## config.mk

```make
export PLATFORM = sky130hd
export DESIGN_NAME = best_sample_rate_select
export DESIGN_NICKNAME = d
export VERILOG_FILES = /design/src/bsrs_pkg.sv /design/src/best_sample_rate_select.sv /design/src/bsrs_div.sv
export SDC_FILE = /design/constraint.sdc
export NUM_CORES = 1
export LEC_CHECK = 0
export ABC_AREA = 0
export BUFFER_PORTS_ARGS = -buffer_cell sky130_fd_sc_hd__buf_2
export CORE_ASPECT_RATIO = 2
export CORE_MARGIN = 2
export CORE_UTILIZATION = 50
export CTS_BUF_LIST = sky130_fd_sc_hd__clkbuf_4 sky130_fd_sc_hd__clkbuf_8
export CTS_CLUSTER_SIZE = 14
export DETAILED_ROUTE_END_ITERATION = 6
export PLACE_DENSITY = 0.67
export SLEW_MARGIN = 20
export SYNTH_ARGS = -nofsm -noshare
export SYNTH_HDL_FRONTEND = slang
export SYNTH_HIERARCHICAL = 1
export SYNTH_SLANG_ARGS = --single-unit
```

## constraint.sdc

```tcl
create_clock -name i_clk -period 15.9 [get_ports i_clk]
set_clock_uncertainty 0.2 [all_clocks]
set_input_delay 0.795 -clock i_clk [delete_from_list [all_inputs] [get_ports i_clk]]
set_output_delay 0.795 -clock i_clk [all_outputs]
set_load 0.005 [all_outputs]
```

## src/bsrs_pkg.sv

```systemverilog
package bsrs_pkg;

    // requested rate register
    localparam int REQ_BITS          = 18;
    localparam int REQ_RESET         = 44100;

    // candidate rate width default
    localparam int RATE_BITS_DEF     = 20;

    // scoring weights
    localparam int DIST_WEIGHT       = 2;
    localparam int DOWNSCALE_PENALTY = 100;

    // divider control and status
    typedef struct packed {
        logic start;
    } t_div_ctrl;

    typedef struct packed {
        logic busy;
        logic done;
    } t_div_stat;

endpackage

```

## src/best_sample_rate_select.sv

```systemverilog
// best_sample_rate_select
//
// Searches a list of candidate sample rates for the one that best fits the
// requested rate. Candidates arrive on the s_axis channel, one per item, with
// tlast on the final one of the list. The user must set the requested rate
// through i_cfg_wr_en / i_cfg_wr_data while the block is idle (not enforced).
// Score = 2*|cand - req| + (larger mod smaller), times 100 when the candidate
// is below the request. Lowest score wins; the earliest wins a tie.
// Only the item carrying tlast produces a result on m_axis: the winning rate.
//
// Flow: s_axis_tready stays low from accept until the item is done, so a new
// item is taken only after the last one is through. Each item passes the
// serial restoring divider, one remainder bit per cycle, then the divider's
// done flag, scoring and the compare/update.
// The result is held in an output register. A stalled receiver does not block
// non-final items; a final item waits in its last step until the output
// register is free.
// Reset: the requested rate returns to 44100 and the search state is cleared.
module best_sample_rate_select
    import bsrs_pkg::*;
#(
    parameter int RATE_BITS = RATE_BITS_DEF
) (
    input  logic                                i_clk,
    input  logic                                i_rst_n,
    // configuration: requested_rate
    input  logic                                i_cfg_wr_en,
    input  logic [REQ_BITS-1:0]                 i_cfg_wr_data,
    // candidate items
    input  logic                                s_axis_tvalid,
    output logic                                s_axis_tready,
    input  logic [((RATE_BITS+7)/8)*8-1:0]      s_axis_tdata,   // [RATE_BITS-1:0] candidate_rate
    input  logic                                s_axis_tlast,   // is_last
    // result items
    output logic                                m_axis_tvalid,
    input  logic                                m_axis_tready,
    output logic [((RATE_BITS+7)/8)*8-1:0]      m_axis_tdata    // [RATE_BITS-1:0] best_rate
);

    localparam int TDATA_BITS = ((RATE_BITS + 7) / 8) * 8;
    localparam int HI_BITS    = (RATE_BITS > REQ_BITS) ? RATE_BITS : REQ_BITS;
    localparam int BASE_BITS  = HI_BITS + 2;
    // below-request scores are bounded by the request width, others by the rate width
    localparam int SCORE_BITS = (RATE_BITS + 2 > REQ_BITS + 9) ? RATE_BITS + 2 : REQ_BITS + 9;

    localparam logic [1:0] ST_IDLE  = 2'd0;
    localparam logic [1:0] ST_DIV   = 2'd1;
    localparam logic [1:0] ST_SCORE = 2'd2;
    localparam logic [1:0] ST_FIN   = 2'd3;

    logic [1:0]            r_state;
    logic [1:0]            n_state;
    logic [REQ_BITS-1:0]   r_req;
    logic [RATE_BITS-1:0]  r_cand;
    logic                  r_below;
    logic                  r_last;
    logic [HI_BITS-1:0]    r_dist;
    logic [SCORE_BITS-1:0] r_score;
    logic [SCORE_BITS-1:0] r_best_score;
    logic [RATE_BITS-1:0]  r_best_cand;
    logic                  r_have;
    logic                  r_out_valid;
    logic [RATE_BITS-1:0]  r_out_data;

    logic                  w_accept;
    logic [HI_BITS-1:0]    w_cand_x;
    logic [HI_BITS-1:0]    w_req_x;
    logic                  w_cand_gt;
    logic [HI_BITS-1:0]    w_hi;
    logic [HI_BITS-1:0]    w_lo;
    logic [BASE_BITS-1:0]  w_base;
    logic [SCORE_BITS-1:0] n_score;
    logic                  w_take;
    logic                  w_out_free;
    logic                  w_fin_go;

    t_div_ctrl             w_div_ctrl;
    t_div_stat             w_div_stat;
    logic [HI_BITS-1:0]    w_div_rem;

    assign s_axis_tready = (r_state == ST_IDLE);
    assign w_accept      = s_axis_tvalid && s_axis_tready;

    // operand setup from the incoming item
    always_comb begin
        w_cand_x  = HI_BITS'(s_axis_tdata[RATE_BITS-1:0]);
        w_req_x   = HI_BITS'(r_req);
        w_cand_gt = (w_cand_x > w_req_x);
        w_hi      = w_cand_gt ? w_cand_x : w_req_x;
        w_lo      = w_cand_gt ? w_req_x  : w_cand_x;
    end

    assign w_div_ctrl.start = w_accept;

    bsrs_div #(
        .W          (HI_BITS)
    ) u_div (
        .i_clk      (i_clk),
        .i_rst_n    (i_rst_n),
        .i_ctrl     (w_div_ctrl),
        .i_dividend (w_hi),
        .i_divisor  (w_lo),
        .o_stat     (w_div_stat),
        .o_rem      (w_div_rem)
    );

    // score and compare
    always_comb begin
        w_base     = BASE_BITS'(r_dist) * BASE_BITS'(DIST_WEIGHT) + BASE_BITS'(w_div_rem);
        n_score    = r_below ? SCORE_BITS'(w_base) * SCORE_BITS'(DOWNSCALE_PENALTY)
                             : SCORE_BITS'(w_base);
        w_take     = !r_have || (r_score < r_best_score);
        w_out_free = !r_out_valid || m_axis_tready;
        w_fin_go   = !r_last || w_out_free;
    end

    always_comb begin
        n_state = r_state;
        unique case (r_state)
            ST_IDLE: begin
                if (w_accept) n_state = ST_DIV;
            end
            ST_DIV: begin
                if (w_div_stat.done) n_state = ST_SCORE;
            end
            ST_SCORE: begin
                n_state = ST_FIN;
            end
            ST_FIN: begin
                if (w_fin_go) n_state = ST_IDLE;
            end
            default: begin
                n_state = ST_IDLE;
            end
        endcase
    end

    always_ff @(posedge i_clk) begin
        if (!i_rst_n) begin
            r_state      <= ST_IDLE;
            r_req        <= REQ_BITS'(REQ_RESET);
            r_have       <= 1'b0;
            r_best_score <= '0;
            r_best_cand  <= '0;
            r_out_valid  <= 1'b0;
        end else begin
            r_state <= n_state;
            if (i_cfg_wr_en) r_req <= i_cfg_wr_data;

            // a new winner refills the output register as the old one leaves
            if ((r_state == ST_FIN) && w_fin_go && r_last) begin
                r_out_valid <= 1'b1;
            end else if (r_out_valid && m_axis_tready) begin
                r_out_valid <= 1'b0;
            end

            if ((r_state == ST_FIN) && w_fin_go) begin
                if (r_last) begin
                    // emit winner, start a fresh list
                    r_have       <= 1'b0;
                    r_best_score <= '0;
                    r_best_cand  <= '0;
                end else if (w_take) begin
                    r_have       <= 1'b1;
                    r_best_score <= r_score;
                    r_best_cand  <= r_cand;
                end
            end
        end
    end

    // item payload
    always_ff @(posedge i_clk) begin
        if (w_accept) begin
            r_cand  <= s_axis_tdata[RATE_BITS-1:0];
            r_last  <= s_axis_tlast;
            r_below <= (w_cand_x < w_req_x);
            r_dist  <= w_hi - w_lo;
        end
        if (r_state == ST_SCORE) r_score <= n_score;
        if ((r_state == ST_FIN) && r_last && w_out_free) begin
            r_out_data <= w_take ? r_cand : r_best_cand;
        end
    end

    assign m_axis_tvalid = r_out_valid;
    assign m_axis_tdata  = TDATA_BITS'(r_out_data);

endmodule

```

## src/bsrs_div.sv

```systemverilog
module bsrs_div
    import bsrs_pkg::*;
#(
    parameter int W = RATE_BITS_DEF
) (
    input  logic         i_clk,
    input  logic         i_rst_n,
    input  t_div_ctrl    i_ctrl,
    input  logic [W-1:0] i_dividend,
    input  logic [W-1:0] i_divisor,
    output t_div_stat    o_stat,
    output logic [W-1:0] o_rem
);

    localparam int CNT_BITS = (W > 1) ? $clog2(W) : 1;

    logic [W-1:0]        r_dvd;
    logic [W-1:0]        r_dvs;
    logic [W-1:0]        r_rem;
    logic [CNT_BITS-1:0] r_cnt;
    logic                r_busy;
    logic                r_done;

    logic [W:0]          w_trial;
    logic [W:0]          w_diff;
    logic                w_fits;
    logic [W-1:0]        n_rem;

    // one restoring step per cycle; a zero divisor leaves the dividend as remainder
    always_comb begin
        w_trial = {r_rem, r_dvd[W-1]};
        w_diff  = w_trial - {1'b0, r_dvs};
        w_fits  = (w_trial >= {1'b0, r_dvs});
        n_rem   = w_fits ? w_diff[W-1:0] : w_trial[W-1:0];
    end

    always_ff @(posedge i_clk) begin
        if (!i_rst_n) begin
            r_busy <= 1'b0;
            r_done <= 1'b0;
            r_cnt  <= '0;
        end else begin
            r_done <= 1'b0;
            if (i_ctrl.start) begin
                r_busy <= 1'b1;
                r_cnt  <= CNT_BITS'(W - 1);
            end else if (r_busy) begin
                if (r_cnt == '0) begin
                    r_busy <= 1'b0;
                    r_done <= 1'b1;
                end else begin
                    r_cnt <= r_cnt - 1'b1;
                end
            end
        end
    end

    always_ff @(posedge i_clk) begin
        if (i_ctrl.start) begin
            r_dvd <= i_dividend;
            r_dvs <= i_divisor;
            r_rem <= '0;
        end else if (r_busy) begin
            r_dvd <= {r_dvd[W-2:0], 1'b0};
            r_rem <= n_rem;
        end
    end

    assign o_stat.busy = r_busy;
    assign o_stat.done = r_done;
    assign o_rem       = r_rem;

endmodule

```

==> flow_summary.json <==
{
  "insertedDiodeCount": 0,
  "r2r_slack_ns": 9.28,
  "timing.critical_path.slowest_stage_cell": "sky130_fd_sc_hd__o41ai_1",
  "number_of_h_tree_levels": 2,
  "post_detailed_placement_half_perimeter_wirelength_mm": 27.31,
  "drt_iter0_drc": 400,
  "cts_resized": 0,
  "cts_tree": "done",
  "average_via_count_per_standard_cell": 5.637,
  "timing.critical_path.to": "r_score[25]",
  "grt.overflow.total": 0,
  "cts.repair_timing.setup_buffer_count": 0,
  "detailroute.via_count": 11037,
  "num_rows": 89,
  "max_freq_mhz": 151.0,
  "slew_margin_rel_pct": 31.14,
  "floorplan.die.height_um": 248.5,
  "grt_setup_unrepaired": "false",
  "worstReg2RegStart": "u_div/o_rem[1]",
  "placement.io_buffers": 65,
  "top_level_ports": 74,
  "path_max_fanout": 4,
  "gpl.final_weighted_congestion": 0.9766,
  "fp.dieW_um": 126.2,
  "worstMarginPinSlew_ns": 1.030,
  "drive_gt1_share_pct": 14.49,
  "fin_setup_tns_ns": 0,
  "postRouteAntennaNets": 0,
  "critical_path_required_ns": 15.99,
  "routedWlPerCell_um": 17.81,
  "root_buffer": "sky130_fd_sc_hd__clkbuf_8",
  "cap_viol_max_count": 0,
  "criticalPathCategory": "reg2reg",
  "setup_viol_count_final": 0,
  "start_kind": "register",
  "syn_area_um2": 14940,
  "worst_setup_path_startpoint": "u_div/o_rem[1]",
  "cts_hold_buf": 0,
  "layout-area-overhead-vs-synth_pct": 9.597,
  "timing.final.hold_violations": 0,
  "worst_setup_hold_path_clk_slew_ns": 0.06,
  "worst_hold_path_type": "in2reg",
  "timing_max_transition_violations_final": 0,
  "nets_finish": 1788,
  "remaining_drc_errors": 0,
  "initial_core_util_pct": 50.63,
  "netlist_instances": 1511,
  "worst_r2r_path_depth": 24,
  "cp_cell_sequence": "ha_1 -> inv_1 -> fa_1 -> nor2b_1 -> o21ai_0 -> a21oi_1 -> o21ai_0 -> a211oi_1 -> o31ai_1 -> xnor2_1 -> inv_1 -> ha_1 -> ha_1 -> inv_1 -> fa_1 -> inv_1 -> ha_1 -> nand2_1 -> a2bb2oi_1 -> o31ai_1 -> o41ai_1 -> o21ai_0 -> xor2_1 -> and2_1",
  "initial_antenna_violation_count": 0,
  "cts_buffer_depth": 3,
  "hold_start": "s_axis_tlast",
  "post-route-period-util_pct": 41.66,
  "dieArea_um2": 31360,
  "synth_area_per_cell_um2": 9.888,
  "largest_net_degree_at_the_start_of_global_routing": 51,
  "r2r-end": "r_score[25]",
  "cp-end-kind": "register",
  "ys_warn_count": 6,
  "timing.critical_path.slowest_cell_delay_ns": 0.64,
  "timing.final.crit_period_ns": 6.624,
  "detail_route.first_pass.iterations": 7,
  "first_global_vias": 11382,
  "worst_skew_late_latency_ns": 0.56,
  "core_area_um2": 29510,
  "run_status": "complete, no violations",
  "arrival_ns": 6.72,
  "postRouteWirelength_mm": 34.87,
  "tritoncts.num_buffers": 35,
  "crit_buf_inv": 4,
  "grt_first_pass_wirelength_mm": 56.08,
  "path_depth": 24,
  "globalRouteTotalUtil_pct": 22.24,
  "cp_top_family": "compound AO/OA/AOI/OAI gates",
  "cts_num_sinks": 225
}
-- routing by layer --
layer  GRT usage, %  vias to the layer above  share of wire, %  wire (µm)
li1               -                     5537                 -          -
met1          20.81                     5199                35      12060
met2          43.84                      219                56      19490
met3          3.141                       82               3.1       1074
met4          13.63                        0               6.5       2252
met5              0                        -                 0          0
-- worst register-to-register path, delay by kind of cell, from the launching register on --
family / cells / cell delay [ns]
AO/OA/AOI/OAI: 9 / 2.46
adder cells (fa/ha/maj): 6 / 1.99
XOR/XNOR: 2 / 0.67
AND/OR/NAND/NOR: 3 / 0.40
flip-flops: 1 / 0.39
buffers and inverters: 4 / 0.24
-- state kept, by name (all words and copies together), names as in the netlist, 2 cells and up --
| name | cells |
|---|---|
| u_div/r_dvs | 20 |
| u_div/r_cnt | 5 |
| r_best_score | 27 |
| r_score | 27 |
| r_out_data | 20 |
| u_div/o_rem | 20 |
| r_req | 18 |
| r_dist | 20 |
| r_state | 2 |
| u_div/r_dvd | 20 |
| r_cand | 20 |
| r_best_cand | 20 |
-- how the worst min path moves through the flow --
stage	endpoint	slack (ns)	cells past startpoint
after detailed placement	r_best_cand[14]	0.26	1
final	r_last	0.22	1
after global routing	r_last	0.20	1
after CTS	r_last	0.19	1
after global placement	r_best_cand[17]	0.26	1
after floorplan	r_best_cand[0]	0.25	1
-- final cells by class --
type | instances | area, µm²
repair buffers | 78 | 422.9
flip-flops and latches | 225 | 5796
clock buffers | 41 | 533.0
fillers | 2634 | 13140
inverters | 190 | 718.2
well taps | 364 | 455.4
multi-input cells | 1037 | 8140
clock inverters | 23 | 309.0
-- through the flow --
step | hold WS, ns | cell area (µm²) | std cells | utilization [%] | setup slack [ns]
floorplan | 0.2453 | 14960 | 1516 | - | 10.17
global placement | 0.2581 | 15530 | 1894 | 52.64 | 9.314
detailed placement | 0.2625 | 15530 | 1894 | 52.64 | 9.227
CTS | 0.1899 | 16370 | 1958 | 55.49 | 9.206
global route | 0.1967 | 16370 | 1958 | 55.49 | 8.718
finish | 0.2211 | 16370 | 1958 | 55.49 | 9.276
-- cell usage in the layout, fill, tap and decap left out, types with 25 or more instances in the layout --
master and n:
sky130_fd_sc_hd__o21ai_0 89, sky130_fd_sc_hd__nor2_1 65, sky130_fd_sc_hd__inv_1 188, sky130_fd_sc_hd__ha_1 154
sky130_fd_sc_hd__clkbuf_8 36, sky130_fd_sc_hd__mux2_2 45, sky130_fd_sc_hd__a21oi_1 66, sky130_fd_sc_hd__edfxtp_1 129
sky130_fd_sc_hd__nand3_1 26, sky130_fd_sc_hd__xnor2_1 45, sky130_fd_sc_hd__nand2_1 113, sky130_fd_sc_hd__buf_2 65
sky130_fd_sc_hd__dfxtp_1 96, sky130_fd_sc_hd__a22o_1 47, sky130_fd_sc_hd__a21o_1 42, sky130_fd_sc_hd__nor3_1 25
Power is not shown: default switching activity piles up to over one toggle a cycle in this logic, so the estimate is an artifact.
